**src/sv/lmts_pkg.sv**
```systemverilog
// Shared types, timing constants and register indexes of the LCD mode timing sequencer.
package lmts_pkg;

   localparam int unsigned ACC_W = 10;
   localparam int unsigned LINE_W = 8;
   localparam int unsigned CYC_W = 8;
   localparam int unsigned CSR_DATA_W = 8;
   localparam int unsigned CSR_INDEX_W = 2;

   localparam logic [ACC_W-1:0] HBLANK_LEN = 10'd204;
   localparam logic [ACC_W-1:0] VBLANK_LINE_LEN = 10'd456;
   localparam logic [ACC_W-1:0] OAM_SCAN_LEN = 10'd80;
   localparam logic [ACC_W-1:0] TRANSFER_LEN = 10'd172;
   localparam logic [ACC_W-1:0] ACC_MAX = 10'd1023;
   localparam logic [LINE_W-1:0] VISIBLE_LINES = 8'd144;
   localparam logic [LINE_W-1:0] LAST_LINE = 8'd153;

   localparam logic [CSR_INDEX_W-1:0] CSR_DISPLAY_ENABLE = 2'd0;
   localparam logic [CSR_INDEX_W-1:0] CSR_LINE_COMPARE = 2'd1;
   localparam logic [CSR_INDEX_W-1:0] CSR_STAT_IRQ_ENABLES = 2'd2;

   localparam int unsigned EN_COINCIDENCE = 3;

   typedef enum logic [1:0] {
      MODE_H_BLANK   = 2'd0,
      MODE_V_BLANK   = 2'd1,
      MODE_OBJ_SCAN  = 2'd2,
      MODE_TRANSFER  = 2'd3
   } mode_type;

   typedef struct packed {
      logic              display_enable;
      logic [LINE_W-1:0] line_compare;
      logic [3:0]        stat_irq_enables;
   } cfg_type;

   typedef struct packed {
      mode_type          mode;
      logic [LINE_W-1:0] line;
      logic [ACC_W-1:0]  acc;
      logic              coincidence;
   } state_type;

   typedef struct packed {
      logic [1:0]        mode;
      logic [LINE_W-1:0] line;
      logic              coincidence;
      logic              vblank_irq;
      logic              stat_irq;
      logic              line_rendered;
   } result_type;

endpackage

```
**src/sv/lmts_req_if.sv**
```systemverilog
// Input channel: one word of elapsed machine cycles.
interface lmts_req_if;
   logic                         valid;
   logic                         ready;
   logic [lmts_pkg::CYC_W-1:0]   elapsed_cycles;

   modport source (output valid, output elapsed_cycles, input ready);
   modport sink (input valid, input elapsed_cycles, output ready);
endinterface

```
**src/sv/lmts_rsp_if.sv**
```systemverilog
// Result channel: mode, line and request flags for one step.
interface lmts_rsp_if;
   logic                          valid;
   logic                          ready;
   logic [1:0]                    mode;
   logic [lmts_pkg::LINE_W-1:0]   line;
   logic                          coincidence;
   logic                          vblank_irq;
   logic                          stat_irq;
   logic                          line_rendered;

   modport source (output valid, output mode, output line, output coincidence,
                   output vblank_irq, output stat_irq, output line_rendered, input ready);
   modport sink (input valid, input mode, input line, input coincidence,
                 input vblank_irq, input stat_irq, input line_rendered, output ready);
endinterface

```
**src/sv/lcd_mode_timing_sequencer_top.sv**
```systemverilog
// Top level of the LCD mode timing sequencer: input register, step logic, result register.
//
//   channel | direction | handshake      | payload
//   --------+-----------+----------------+-------------------------------------------
//   req_if  | in        | valid/ready    | elapsed_cycles[7:0]
//   rsp_if  | out       | valid/ready    | mode, line, coincidence, irqs, line_rendered
//   csr_*   | in        | csr_wr_en only | csr_index[1:0], csr_wdata[7:0]
//
// A word sits in the input register while the step logic works on it; the result register
// and the timing state then load together, and the result word becomes valid. One word
// is accepted per cycle while the result register is free or being drained.
// A stalled result holds the result register; the input register then holds too and
// ready drops only when both are full. Synchronous reset clears the timing state to
// hblank, line 0, empty accumulator, coincidence set; display is enabled.
module lcd_mode_timing_sequencer_top (
   input  logic                                clock,
   input  logic                                reset,
   lmts_req_if.sink                            req_if,
   lmts_rsp_if.source                          rsp_if,
   input  logic                                csr_wr_en,
   input  logic [lmts_pkg::CSR_INDEX_W-1:0]    csr_index,
   input  logic [lmts_pkg::CSR_DATA_W-1:0]     csr_wdata
);

   lmts_pkg::cfg_type              cfg;
   lmts_pkg::state_type            state_ff;
   lmts_pkg::state_type            state_in;
   lmts_pkg::result_type           res_ff;
   lmts_pkg::result_type           res_in;
   logic                           in_valid_ff;
   logic [lmts_pkg::CYC_W-1:0]     in_cycles_ff;
   logic                           out_valid_ff;
   logic                           out_load;
   logic                           in_load;

   lmts_csr u_csr (
      .clock     (clock),
      .reset     (reset),
      .csr_wr_en (csr_wr_en),
      .csr_index (csr_index),
      .csr_wdata (csr_wdata),
      .cfg       (cfg)
   );

   lmts_step u_step (
      .cfg            (cfg),
      .cur            (state_ff),
      .elapsed_cycles (in_cycles_ff),
      .nxt            (state_in),
      .res            (res_in)
   );

   // advance the step when the result register is free or being drained
   assign out_load = in_valid_ff && (!out_valid_ff || rsp_if.ready);
   assign req_if.ready = !in_valid_ff || out_load;
   assign in_load = req_if.valid && req_if.ready;

   always_ff @(posedge clock) begin
      if (reset) begin
         in_valid_ff <= 1'b0;
         out_valid_ff <= 1'b0;
         state_ff.mode <= lmts_pkg::MODE_H_BLANK;
         state_ff.line <= '0;
         state_ff.acc <= '0;
         state_ff.coincidence <= 1'b1;
      end else begin
         if (req_if.ready) begin
            in_valid_ff <= req_if.valid;
         end
         if (out_load) begin
            out_valid_ff <= 1'b1;
            state_ff <= state_in;
         end else if (rsp_if.ready) begin
            out_valid_ff <= 1'b0;
         end
      end
   end

   // payload registers: no reset needed
   always_ff @(posedge clock) begin
      if (in_load) begin
         in_cycles_ff <= req_if.elapsed_cycles;
      end
      if (out_load) begin
         res_ff <= res_in;
      end
   end

   assign rsp_if.valid = out_valid_ff;
   assign rsp_if.mode = res_ff.mode;
   assign rsp_if.line = res_ff.line;
   assign rsp_if.coincidence = res_ff.coincidence;
   assign rsp_if.vblank_irq = res_ff.vblank_irq;
   assign rsp_if.stat_irq = res_ff.stat_irq;
   assign rsp_if.line_rendered = res_ff.line_rendered;

   a_line_in_range: assert property (@(posedge clock) disable iff (reset)
      state_ff.line <= lmts_pkg::LAST_LINE)
      else $error("scan line beyond last line");

   a_frozen_when_disabled: assert property (@(posedge clock) disable iff (reset)
      out_load && !cfg.display_enable |=> state_ff == $past(state_ff))
      else $error("timing state moved while display disabled");

   a_vblank_entry: assert property (@(posedge clock) disable iff (reset)
      out_load && res_in.vblank_irq |=>
         state_ff.mode == lmts_pkg::MODE_V_BLANK && state_ff.line == lmts_pkg::VISIBLE_LINES)
      else $error("vblank request without entering vblank at the first blank line");

   a_rendered_to_hblank: assert property (@(posedge clock) disable iff (reset)
      out_valid_ff && res_ff.line_rendered |-> res_ff.mode == lmts_pkg::MODE_H_BLANK)
      else $error("line rendered pulse outside hblank entry");

endmodule

```
**src/sv/lmts_csr.sv**
```systemverilog
// Configuration registers of the LCD mode timing sequencer.
module lmts_csr (
   input  logic                                clock,
   input  logic                                reset,
   input  logic                                csr_wr_en,
   input  logic [lmts_pkg::CSR_INDEX_W-1:0]    csr_index,
   input  logic [lmts_pkg::CSR_DATA_W-1:0]     csr_wdata,
   output lmts_pkg::cfg_type                   cfg
);

   lmts_pkg::cfg_type cfg_ff;
   lmts_pkg::cfg_type cfg_in;

   always_comb begin
      cfg_in = cfg_ff;
      if (csr_wr_en) begin
         unique case (csr_index)
            lmts_pkg::CSR_DISPLAY_ENABLE:   cfg_in.display_enable = csr_wdata[0];
            lmts_pkg::CSR_LINE_COMPARE:     cfg_in.line_compare = csr_wdata;
            lmts_pkg::CSR_STAT_IRQ_ENABLES: cfg_in.stat_irq_enables = csr_wdata[3:0];
            default: begin
               // unmapped index: drop the write
            end
         endcase
      end
   end

   always_ff @(posedge clock) begin
      if (reset) begin
         cfg_ff.display_enable <= 1'b1;
         cfg_ff.line_compare <= '0;
         cfg_ff.stat_irq_enables <= '0;
      end else begin
         cfg_ff <= cfg_in;
      end
   end

   assign cfg = cfg_ff;

endmodule

```
**src/sv/lmts_step.sv**
```systemverilog
// One sequencer step: accumulate cycles, take at most one mode transition, raise requests.
module lmts_step (
   input  lmts_pkg::cfg_type                 cfg,
   input  lmts_pkg::state_type               cur,
   input  logic [lmts_pkg::CYC_W-1:0]        elapsed_cycles,
   output lmts_pkg::state_type               nxt,
   output lmts_pkg::result_type              res
);

   logic [lmts_pkg::ACC_W:0]      sum;
   logic [lmts_pkg::ACC_W-1:0]    acc_sat;
   logic [lmts_pkg::ACC_W-1:0]    dur;
   logic [lmts_pkg::LINE_W-1:0]   line_inc;
   logic                          hit;
   logic                          entry;
   logic                          rendered;
   logic                          coin;
   logic                          stat;
   logic                          vblank;

   always_comb begin
      sum = {1'b0, cur.acc} + {{(lmts_pkg::ACC_W + 1 - lmts_pkg::CYC_W){1'b0}}, elapsed_cycles};
      acc_sat = sum[lmts_pkg::ACC_W] ? lmts_pkg::ACC_MAX : sum[lmts_pkg::ACC_W-1:0];
      line_inc = cur.line + 8'd1;

      unique case (cur.mode)
         lmts_pkg::MODE_H_BLANK:  dur = lmts_pkg::HBLANK_LEN;
         lmts_pkg::MODE_V_BLANK:  dur = lmts_pkg::VBLANK_LINE_LEN;
         lmts_pkg::MODE_OBJ_SCAN: dur = lmts_pkg::OAM_SCAN_LEN;
         default:                 dur = lmts_pkg::TRANSFER_LEN;
      endcase
      hit = (acc_sat >= dur);

      nxt = cur;
      entry = 1'b0;
      rendered = 1'b0;
      coin = 1'b0;
      stat = 1'b0;
      vblank = 1'b0;

      if (cfg.display_enable) begin
         nxt.acc = acc_sat;
         if (hit) begin
            nxt.acc = acc_sat - dur;
            case (cur.mode)
               lmts_pkg::MODE_H_BLANK: begin
                  nxt.line = line_inc;
                  nxt.mode = (line_inc == lmts_pkg::VISIBLE_LINES) ?
                             lmts_pkg::MODE_V_BLANK : lmts_pkg::MODE_OBJ_SCAN;
                  entry = 1'b1;
               end
               lmts_pkg::MODE_V_BLANK: begin
                  if (cur.line >= lmts_pkg::LAST_LINE) begin
                     nxt.line = '0;
                     nxt.mode = lmts_pkg::MODE_OBJ_SCAN;
                     entry = 1'b1;
                  end else begin
                     nxt.line = line_inc;
                  end
               end
               lmts_pkg::MODE_OBJ_SCAN: begin
                  nxt.mode = lmts_pkg::MODE_TRANSFER;
                  entry = 1'b1;
               end
               default: begin
                  nxt.mode = lmts_pkg::MODE_H_BLANK;
                  entry = 1'b1;
                  rendered = 1'b1;
               end
            endcase
            // every transition re-evaluates coincidence against the new line
            coin = (nxt.line == cfg.line_compare);
            nxt.coincidence = coin;
            stat = (coin && cfg.stat_irq_enables[lmts_pkg::EN_COINCIDENCE]) ||
                   (entry && (nxt.mode != lmts_pkg::MODE_TRANSFER) &&
                    cfg.stat_irq_enables[nxt.mode]);
            vblank = entry && (nxt.mode == lmts_pkg::MODE_V_BLANK);
         end
      end

      res.mode = nxt.mode;
      res.line = nxt.line;
      res.coincidence = nxt.coincidence;
      res.vblank_irq = vblank;
      res.stat_irq = stat;
      res.line_rendered = rendered;
   end

endmodule

```
**src/flat_wrapper.sv**
```systemverilog
// flat-port wrapper written by rule: the top's interface ports become plain ports
module lcd_mode_timing_sequencer_top_flat 
  (clock, reset, csr_wr_en, csr_index, csr_wdata, req_if_valid, req_if_elapsed_cycles, req_if_ready, rsp_if_valid, rsp_if_mode, rsp_if_line, rsp_if_coincidence, rsp_if_vblank_irq, rsp_if_stat_irq, rsp_if_line_rendered, rsp_if_ready);
  lmts_req_if req_if_i ();
  lmts_rsp_if rsp_if_i ();
  input  logic clock;
  input  logic reset;
  input  logic csr_wr_en;
  input  logic [lmts_pkg::CSR_INDEX_W-1:0] csr_index;
  input  logic [lmts_pkg::CSR_DATA_W-1:0] csr_wdata;
  input wire logic [$bits(req_if_i.valid)-1:0] req_if_valid;
  input wire logic [$bits(req_if_i.elapsed_cycles)-1:0] req_if_elapsed_cycles;
  output wire logic [$bits(req_if_i.ready)-1:0] req_if_ready;
  output wire logic [$bits(rsp_if_i.valid)-1:0] rsp_if_valid;
  output wire logic [$bits(rsp_if_i.mode)-1:0] rsp_if_mode;
  output wire logic [$bits(rsp_if_i.line)-1:0] rsp_if_line;
  output wire logic [$bits(rsp_if_i.coincidence)-1:0] rsp_if_coincidence;
  output wire logic [$bits(rsp_if_i.vblank_irq)-1:0] rsp_if_vblank_irq;
  output wire logic [$bits(rsp_if_i.stat_irq)-1:0] rsp_if_stat_irq;
  output wire logic [$bits(rsp_if_i.line_rendered)-1:0] rsp_if_line_rendered;
  input wire logic [$bits(rsp_if_i.ready)-1:0] rsp_if_ready;
  assign req_if_i.valid = req_if_valid;
  assign req_if_i.elapsed_cycles = req_if_elapsed_cycles;
  assign req_if_ready = req_if_i.ready;
  assign rsp_if_valid = rsp_if_i.valid;
  assign rsp_if_mode = rsp_if_i.mode;
  assign rsp_if_line = rsp_if_i.line;
  assign rsp_if_coincidence = rsp_if_i.coincidence;
  assign rsp_if_vblank_irq = rsp_if_i.vblank_irq;
  assign rsp_if_stat_irq = rsp_if_i.stat_irq;
  assign rsp_if_line_rendered = rsp_if_i.line_rendered;
  assign rsp_if_i.ready = rsp_if_ready;
  lcd_mode_timing_sequencer_top u_core (.clock(clock), .reset(reset), .req_if(req_if_i), .rsp_if(rsp_if_i), .csr_wr_en(csr_wr_en), .csr_index(csr_index), .csr_wdata(csr_wdata));
endmodule
```
**config.mk**
```make
export PLATFORM = sky130hd
export DESIGN_NAME = lcd_mode_timing_sequencer_top_flat
export DESIGN_NICKNAME = d
export VERILOG_FILES = /design/src/sv/lmts_pkg.sv /design/src/sv/lmts_req_if.sv /design/src/sv/lmts_rsp_if.sv /design/src/sv/lcd_mode_timing_sequencer_top.sv /design/src/sv/lmts_csr.sv /design/src/sv/lmts_step.sv /design/src/flat_wrapper.sv
export SDC_FILE = /design/constraint.sdc
export NUM_CORES = 1
export LEC_CHECK = 0
export BUFFER_PORTS_ARGS = -buffer_cell sky130_fd_sc_hd__buf_2
export CORE_MARGIN = 2
export CORE_UTILIZATION = 38
export CTS_CLUSTER_DIAMETER = 80
export DETAILED_ROUTE_END_ITERATION = 8
export GPL_ROUTABILITY_DRIVEN = 0
export PLACE_DENSITY = 0.62
export SKIP_LAST_GASP = 1
export SLEW_MARGIN = 40
export SYNTH_ARGS = -nofsm -noshare
export SYNTH_HDL_FRONTEND = slang
export SYNTH_HIERARCHICAL = 1
export SYNTH_SLANG_ARGS = --single-unit
```
**constraint.sdc**
```tcl
create_clock -name clock -period 5.25 [get_ports clock]
set_clock_uncertainty 0.2 [all_clocks]
set_input_delay 1.3125 -clock clock [delete_from_list [all_inputs] [get_ports clock]]
set_output_delay 1.3125 -clock clock [all_outputs]
set_load 0.02 [all_outputs]
```
; Word level (Yosys, flattened, before mapping)
; Cells that the tools add are included.
[word_totals]
regBits = 58
input_bits = 23
output_inout_bits = 16
elab_cells = 72
[classes]
add_sub_neg = 3
n_lt_le_gt_ge = 3
eq_ne = 8
muxes = 22
reduce_logical = 20
[ops]
columns = operator, count
row1 = $mux 21, 2
row2 = $pmux 9 s3, 1
row3 = $mux 8, 3
row4 = $pmux 8 s2, 1
row5 = $add 10x8->11, 1
row6 = $ge 10x10->1, 1
row7 = $mux 10, 1
row8 = $reduce_and 2->1, 5
row9 = $sub 10x10->10, 1
row10 = $add 8x1->8 const B, 1
row11 = $eq 8x8->1, 1
row12 = $eq 8x8->1 const B, 1
row13 = $ge 8x8->1 const B, 1
row14 = $mux 1, 8
row15 = $mux 2, 4
row16 = $eq 2x1->1 const B, 3
row17 = $logic_and 1x1->1, 6
row18 = $pmux 2 s3, 1
row19 = $eq 2x2->1 const B, 2
row20 = $logic_not 2->1, 2
row21 = $logic_or 1x1->1, 3
row22 = $lt 2x3->1 const B, 1
row23 = $reduce_or 3->1, 1
row24 = $bmux 1 s2, 1
row25 = 3 further kinds, 4

; Logic depth before layout (Yosys ltp)
; Gate-level depths: netlist (run 1).
[logic_depth]
word_depth = 10
depth_mapped = 20
ltp_nobuf = 19

; By module
; Netlist (run 1), hierarchy kept.
[by_module_without_submodules]
columns = mod, instances, cells_per_inst, area_each_um2, seq_area_each_um2
row1 = lmts_step, 1, 297, 2082.0, 0.0
row2 = lcd_mode_timing_sequencer_top, 1, 123, 1702.9, 1121.1
row3 = lmts_csr, 1, 56, 585.6, 260.2

; Least setup slack after synthesis (run 1)
; No wires, ideal clock.
[synth_path]
path_type = register to register
from = register u_core/in_cycles_ff[0] (netlist bit)
to = register u_core.res_ff (netlist bit u_core/rsp_if.line[5]), data pin
setup_time_ns = 0.251
t_arrival_ns = 4.019
required_time_ns = 4.799
setup_slack_ns = 0.780
stages_incl_launch_ff = 20
n_path_buf = 2
period_less_slack_ns = 4.470
path_cell_list = edfxtp_1 ha_1 inv_1 fa_1 nor2b_4 o31a_4 o211a_4 or2_1 a21oi_1 ha_1 fa_1 nor2b_4 o21ai_2 a21boi_1 o311a_1 a311o_2 o21a_4 buf_6 a221o_1 buf_4
[synth_lines]
columns = element, line_no
row1 = "start, declared", lcd_mode_timing_sequencer_top.sv:31  ; logic [lmts_pkg::CYC_W-1:0] in_cycles_ff;
row2 = "start signal, assigned", lcd_mode_timing_sequencer_top.sv:82  ; in_cycles_ff <= req_if.elapsed_cycles;
row3 = "end signal, assigned", lcd_mode_timing_sequencer_top.sv:85  ; res_ff <= res_in;
row4 = "end, declared", lcd_mode_timing_sequencer_top.sv:28  ; lmts_pkg::result_type res_ff;

==> results.json, run 1 <==
{
  "startpoint_type": "flop",
  "clock_buffer_depth": 2,
  "crit_path_cell_trace": "ha_1 > inv_1 > fa_1 > nor2b_4 > o31a_4 > o211a_4 > or2_1 > a21oi_1 > ha_1 > fa_1 > nor2b_4 > o21ai_2 > a21boi_1 > o311a_1 > a311o_2 > o211ai_2 > mux2_2 > nand2b_1 > mux2i_1",
  "drc": 0,
  "simple_logic_cell_fraction_of_the_synthesized_area_pct": 23.2,
  "cts_root_buffer": "sky130_fd_sc_hd__clkbuf_16",
  "n_antenna_cell": 0,
  "timing.max_cap.violations": 0,
  "ctsHtreeMaxLevel": 3,
  "timing.critical_path.fanout_max": 17,
  "synth.yosys.seq_area_share_pct": 31.6,
  "fraction_of_the_mapped_netlist_area_in_compound_gates_pct": 15.9,
  "unrepaired_setup_endpoints_after_global_routing": "false",
  "clk_latency_ps": 330,
  "global_route.overflow_total": 0,
  "timing.critical_path.from": "u_core/in_cycles_ff[0]",
  "unique_cell_type_count_in_the_yosys_netlist": 67,
  "finalMaxSlewViolations": 0,
  "ys_warn_count": 6,
  "fin_tns_setup_ps": 0,
  "syn-num-nets": 524,
  "num-fill-cells": 1129,
  "timing.max_slew.rel_slack_pct": 51.0,
  "nature_of_the_critical_path_endpoint": "flop",
  "rr_startpoint": "u_core/in_cycles_ff[0]",
  "vias_per_cell": 5.43,
  "io_buffer_count": 38,
  "antenna_nets_post_route": 0,
  "post_cts_resized": 0,
  "synth_seq_cells": 58,
  "hpwl_mm": 6.73,
  "dominant_combinational_cell_family_by_area_after_synthesis": "simple AND/OR/NAND/NOR gates",
  "groute.layer.met2.usage_pct": 22.6,
  "floorplan.die_area_um2": 12400,
  "globalRoute.busiestLayer": "met2",
  "layout.cell_area.non_filler_um2": 4820,
  "cellPowerDensity_nw_per_um2": 553,
  "post-place-cells": 618,
  "worst_pin_slew_ps": 734,
  "post_route_cells_drive_above_1_share_pct": 15.9,
  "grt_use_total_pct": 15.3,
  "fin_crit_sh_pct": 92.3,
  "cts_hold_repair.buffers": 0,
  "finalNonFillerCells": 634,
  "initial_core_utilization_pct": 38.6,
  "die_width_um": 111,
  "grt_use_met1_pct": 21.4,
  "cts.clk_slew.worst_paths_ps": 50,
  "worstPathArrival_ps": 4840,
  "multi_input_comb_area_um2": 2630,
  "clock_tree_from_tritoncts": "yes",
  "io-pin-count": 39,
  "postCtsSetupBuffers": 0,
  "final_hold_viol_count": 0,
  "cp_top_family": "compound AO/OA/AOI/OAI gates",
  "synth_enable_flop_cells": 22,
  "syn-mean-instance-area_um2": 9.18,
  "netlist_instances": 476,
  "routed_wire_length_mm": 9.33,
  "detailedRoute.firstPassIterationCount": 5,
  "ir_drop_mv": 0.220,
  "cts_sinks": 58,
  "synth_async_sr_flop_share_pct": 0,
  "synth_xor_xnor_area_share_pct": 3.61,
  "wire_length_of_the_first_global_routing_pass_mm": 15.3,
  "fmax_mhz": 206,
  "cp_data_required_time_ps": 5250,
  "leakage_power_summed_over_all_cells_nw": 1.88,
  "final_net_count": 534,
  "largest_net_degree_at_the_start_of_global_routing": 67,
  "min-delay-start": "u_core/u_csr/cfg[0]",
  "adder_and_majority_cell_fraction_of_the_synthesized_area_pct": 7.50,
  "avgRoutedWirePerCell_um": 14.7,
  "coreArea_um2": 11300,
  "outcome": "completed",
  "synthesis.area_um2": 4370,
  "critical_path_top_delay_cell": "sky130_fd_sc_hd__a311o_2",
  "area_growth_from_synthesis_to_layout_pct": 10.4,
  "finalSetupViolations": 0,
  "detailroute.via_count": 3445,
  "postPlaceCellArea_um2": 4480,
  "yosys_most_used_dff": "sky130_fd_sc_hd__dfxtp_1",
  "initial_drt_markers": 268,
  "ff_latch_area_um2": 1380,
  "die-height_um": 111,
  "power_mw": 2.67,
  "row_count": 39,
  "first_global_vias": 3127,
  "synth.area.mux_share_pct": 9.76,
  "critPathKind": "reg -> reg",
  "fin_crit_ps": 4840,
  "worst-path-buf-inv": 1,
  "numCtsBuffers": 9,
  "worst_path_largest_cell_delay_ps": 510,
  "number_of_antenna_violations_at_the_first_check_in_global_routing": 0,
  "min-delay-path-class": "reg -> reg",
  "grtUsageMet3_pct": 2.57
}
[sequential cells by signal, indices dropped and copies added, names as in the netlist]
signal                       flops
u_core/state_ff                 21
u_core/u_csr/cfg                13
u_core/in_cycles_ff              8
u_core/rsp_if.line               8
u_core/rsp_if.mode               2
u_core/in_valid_ff               1
u_core/rsp_if.coincidence        1
u_core/rsp_if.line_rendered      1
u_core/rsp_if.stat_irq           1
u_core/rsp_if.valid              1
u_core/rsp_if.vblank_irq         1
[metal layers]
metal,up-vias,wire [µm]
li1,1698,-
met1,1618,4460
met2,113,4100
met3,16,539
met4,0,227
met5,-,0
[power by group]
part           switching (mW)  internal, mW  total (mW)
Clock                   0.213         0.438       0.652
Combinational           0.802         0.603        1.40
Sequential             0.0646         0.548       0.612
[synthesized netlist by cell type, drive strengths merged, types with 4 or more instances]
cell | n | area, µm²
xnor2 | 9 | 78.8
ha | 23 | 288
nand3 | 5 | 25.0
mux2 | 5 | 56.3
nor2 | 28 | 108
nand2 | 29 | 109
a21oi | 20 | 100
inv | 25 | 93.8
clkbuf | 18 | 67.6
o21ai | 17 | 100
o2111ai | 4 | 35.0
nor3 | 11 | 55.1
edfxtp | 22 | 661
a31oi | 4 | 25.0
dfxtp | 36 | 721
and3 | 5 | 31.3
nand2b | 63 | 394
nor2b | 7 | 68.8
o21a | 4 | 37.5
o211ai | 11 | 87.6
and2 | 4 | 25.0
xor2 | 9 | 78.8
mux2i | 37 | 370
buf | 22 | 209
a221o | 6 | 60.1
[kinds of logic (layout without fill, tap and decap cells)]
kind of cell	after synthesis	after routing
adders and majority gates	25	25
muxes	42	42
and+or+nand+nor	178	178
xor gates and xnor gates	18	18
AOI/OAI and AO/OA	90	90
DFF	58	58
buffers and inverters	65	80
[area by class of cell]
class / instances / area share [%]
well taps: 143 / 3.71
flip-flops and latches: 58 / 28.6
multi-input cells: 353 / 54.5
repair buffers: 39 / 4.15
clock inverters: 4 / 1.09
inverters: 25 / 1.95
clock buffers: 12 / 5.99
[layout by cell type (no fill, tap or decap), types with 3 or more instances in the layout]
cell type,count
sky130_fd_sc_hd__mux2i_1,37
sky130_fd_sc_hd__and2_1,4
sky130_fd_sc_hd__or3_1,3
sky130_fd_sc_hd__nand2b_1,63
sky130_fd_sc_hd__edfxtp_1,22
sky130_fd_sc_hd__inv_1,25
sky130_fd_sc_hd__a221o_1,6
sky130_fd_sc_hd__a31oi_1,4
sky130_fd_sc_hd__and3_1,5
sky130_fd_sc_hd__a21oi_1,19
sky130_fd_sc_hd__xor2_1,9
sky130_fd_sc_hd__mux2_2,5
sky130_fd_sc_hd__nor3_1,11
sky130_fd_sc_hd__nand2_1,29
sky130_fd_sc_hd__xnor2_1,9
sky130_fd_sc_hd__dfxtp_1,36
sky130_fd_sc_hd__o2111ai_1,4
sky130_fd_sc_hd__nand3_1,5
sky130_fd_sc_hd__buf_2,37
sky130_fd_sc_hd__nor2b_4,4
sky130_fd_sc_hd__o211ai_1,10
sky130_fd_sc_hd__clkbuf_16,11
sky130_fd_sc_hd__nor2b_1,3
sky130_fd_sc_hd__ha_1,23
sky130_fd_sc_hd__nor2_1,27
sky130_fd_sc_hd__nand4b_1,3
sky130_fd_sc_hd__o31ai_1,3
sky130_fd_sc_hd__o21ai_0,15
sky130_fd_sc_hd__o21a_1,3
[worst reg2reg max path: cells and delay by family (launching register included)]
kind / cells / cell delay (ps)
multiplexers: 2 / 460
adder cells (fa/ha/maj): 4 / 940
flip-flops: 1 / 360
buffers and inverters: 1 / 70
AND/OR/NAND/NOR: 4 / 450
AO/OA/AOI/OAI: 8 / 2230
[path summary, 6_finish.rpt]
| kind | end | cells past startpoint | slack [ps] |
|---|---|---|---|
| max | u_core/state_ff[12] | 19 | 410 |
| min | u_core/u_csr/cfg[0] | 2 | 280 |
| max reg2reg | u_core/state_ff[12] | 19 | 410 |
| min reg2reg | u_core/u_csr/cfg[0] | 2 | 280 |
[metrics by stage]
stage,hold WS [ps],utilization [%],setup WS (ps)
floorplan,244,-,780
global placement,263,39.5,605
detailed placement,267,39.5,432
CTS,282,42.6,434
global route,303,42.6,166
finish,278,42.6,407
(Power assumes the default switching activity.)
==> inputs of run 2 (changes only) <==
ABC_AREA = 1   (was unset)
==> results.json, run 2 <==
{
  "antenna_nets_post_route": 0,
  "cellPowerDensity_nw_per_um2": 357,
  "routed_wire_length_mm": 10.1,
  "largest_register_ffs": 21,
  "final_hold_viol_count": 0,
  "critical_path_top_delay_cell": "sky130_fd_sc_hd__fa_1",
  "num-fill-cells": 1147,
  "clk_latency_ps": 330,
  "netlist_instances": 622,
  "io-pin-count": 39,
  "dominant_combinational_cell_family_by_area_after_synthesis": "simple AND/OR/NAND/NOR gates",
  "wire_length_of_the_first_global_routing_pass_mm": 17.2,
  "adder_and_majority_cell_fraction_of_the_synthesized_area_pct": 7.31,
  "coreArea_um2": 11500,
  "cts_hold_repair.buffers": 0,
  "syn-num-nets": 670,
  "die_width_um": 113,
  "mostFrequentLayoutCell": "sky130_fd_sc_hd__nand2_1",
  "worstPathArrival_ps": 4250,
  "clock_buffer_depth": 2,
  "final_net_count": 686,
  "critical_path.most_common_cell": "sky130_fd_sc_hd__inv_1",
  "row_count": 39,
  "fraction_of_the_mapped_netlist_area_in_compound_gates_pct": 9.09,
  "netlist_top_cells_count": "sky130_fd_sc_hd__nand2_1 (137), sky130_fd_sc_hd__inv_1 (94), sky130_fd_sc_hd__nand3_1 (67)",
  "synth_xor_xnor_area_share_pct": 2.54,
  "yosys_most_used_dff": "sky130_fd_sc_hd__dfxtp_1",
  "finalMaxSlewViolations": 0,
  "outcome": "completed",
  "die-height_um": 113,
  "synthDominantAreaCellType": "sky130_fd_sc_hd__dfxtp_1",
  "floorplan.die_area_um2": 12700,
  "synth.most_common_cell": "sky130_fd_sc_hd__nand2_1",
  "vias_per_cell": 4.79,
  "syn-mean-instance-area_um2": 7.21,
  "n_antenna_cell": 0,
  "critPathKind": "reg -> reg",
  "timing.max_cap.violations": 0,
  "synth_top_cell_area_share_pct": 16.1,
  "finalWorstSetupSlack_ps": 1070,
  "drc": 0,
  "post_route_cells_drive_above_1_share_pct": 18.8,
  "timing.max_slew.rel_slack_pct": 48.1,
  "synth.yosys.seq_area_share_pct": 30.8,
  "most_frequent_cells_in_the_layout": "sky130_fd_sc_hd__nand2_1 (137), sky130_fd_sc_hd__inv_1 (93), sky130_fd_sc_hd__nand3_1 (67), sky130_fd_sc_hd__nor2_1 (63), sky130_fd_sc_hd__buf_2 (38)",
  "first_global_vias": 3617,
  "worst_pin_slew_ps": 774,
  "leakage_power_summed_over_all_cells_nw": 2.39,
  "initial_drt_markers": 203,
  "simple_logic_cell_fraction_of_the_synthesized_area_pct": 35.5,
  "synth_seq_cells": 58,
  "fin_tns_setup_ps": 0,
  "synth.area.top_cells": "sky130_fd_sc_hd__dfxtp_1 (16%), sky130_fd_sc_hd__edfxtp_1 (15%), sky130_fd_sc_hd__nand2_1 (11%)",
  "initial_core_utilization_pct": 39.1,
  "largest_register": "u_core/state_ff",
  "min-delay-path-class": "reg -> reg",
  "hpwl_mm": 7.42,
  "final_design_utilization_pct": 42.7,
  "synth.area.mux_share_pct": 0,
  "ys_warn_count": 6,
  "synth_async_sr_flop_share_pct": 0,
  "synth_enable_flop_cells": 22,
  "ctsHtreeMaxLevel": 3,
  "unrepaired_setup_endpoints_after_global_routing": "false",
  "startpoint_type": "flop",
  "synthesis.area_um2": 4490,
  "numCtsBuffers": 9,
  "io_buffer_count": 38,
  "avgRoutedWirePerCell_um": 12.9,
  "fmax_mhz": 239,
  "cts_root_buffer": "sky130_fd_sc_hd__clkbuf_16",
  "nature_of_the_critical_path_endpoint": "flop",
  "post_cts_resized": 0,
  "preCtsSetupSlack_ps": 1040,
  "detailroute.via_count": 3765,
  "cts.clk_slew.worst_paths_ps": 50,
  "number_of_antenna_violations_at_the_first_check_in_global_routing": 0,
  "largest_net_degree_at_the_start_of_global_routing": 44,
  "clock_tree_from_tritoncts": "yes",
  "cts_sinks": 58,
  "grt_use_total_pct": 16.8,
  "fin_crit_sh_pct": 79.7,
  "cp_data_required_time_ps": 5320,
  "worst_path_largest_cell_delay_ps": 410,
  "timing.critical_path.fanout_max": 14,
  "global_route.overflow_total": 0,
  "area_growth_from_synthesis_to_layout_pct": 9.15,
  "unique_cell_type_count_in_the_yosys_netlist": 39,
  "fin_crit_ps": 4180,
  "finalSetupViolations": 0,
  "detailedRoute.firstPassIterationCount": 4,
  "postCtsSetupBuffers": 0,
  "ir_drop_mv": 0.198
}
run 2: cell types whose count changed after synthesis, sizes merged, moves of 18 or more:
cell and delta:
a21oi +18, mux2i -37, nand2b -63, inv +75, nand2 +133, nor2 +43
nand3 +72
run 2: critical path: cells and delay by family, from the launching register on:
| family | cells | cell delay [ps] |
|---|---|---|
| fa+ha+maj | 4 | 1220 |
| simple gates | 15 | 1340 |
| compound gates | 4 | 490 |
| flops | 1 | 350 |
| buf+inv | 5 | 520 |
run 2: layer usage:
layer | vias up | share of wire (%) | global-route usage [%] | wire [µm]
met5 | - | 0 | 0 | 0
met4 | 0 | 2.0 | 6.67 | 204
met3 | 18 | 4.0 | 2.92 | 404
met2 | 78 | 44 | 25.7 | 4410
met1 | 1675 | 50 | 23.5 | 5090
li1 | 1994 | - | - | -
run 2: worst paths after layout:
path	to	cells after the start	from	slack [ps]
max	u_core/state_ff[19]	28	u_core/state_ff[1]	1070
min	u_core/state_ff[0]	2	u_core/state_ff[0]	280
max reg2reg	u_core/state_ff[19]	28	u_core/state_ff[1]	1070
min reg2reg	u_core/state_ff[0]	2	u_core/state_ff[0]	280
run 2: kinds of logic (layout without fill, tap and decap cells):
logic type	after synthesis	count (layout)
xor+xnor	13	13
flops	58	58
buf+inv	134	155
fa+ha+maj	25	25
compound gates	70	70
simple gates	322	322
run 2: layout make-up:
class	instances	area (µm²)	share of cell area, %
multi-input cells	430	2440	49.8
clock inverters	7	93.8	1.92
flip-flops and latches	58	1380	28.2
inverters	100	378	7.72
repair buffers	39	198	4.04
well taps	143	179	3.65
clock buffers	9	225	4.60
run 2: where the power goes:
part | internal [mW] | switching, mW | total [mW]
logic | 0.205 | 0.372 | 0.576
registers | 0.509 | 0.0338 | 0.543
clock network | 0.414 | 0.214 | 0.628
run 2: per-stage QoR:
step | hold WS, ps | cells | instance area (µm²) | power, mW
after floorplan | 229 | 622 | 4490 | 1.05
after global placement | 253 | 770 | 4580 | 1.11
after detailed placement | 277 | 770 | 4580 | 1.12
after CTS | 278 | 786 | 4900 | 1.76
after global routing | 302 | 786 | 4900 | 1.86
final | 282 | 786 | 4900 | 1.75
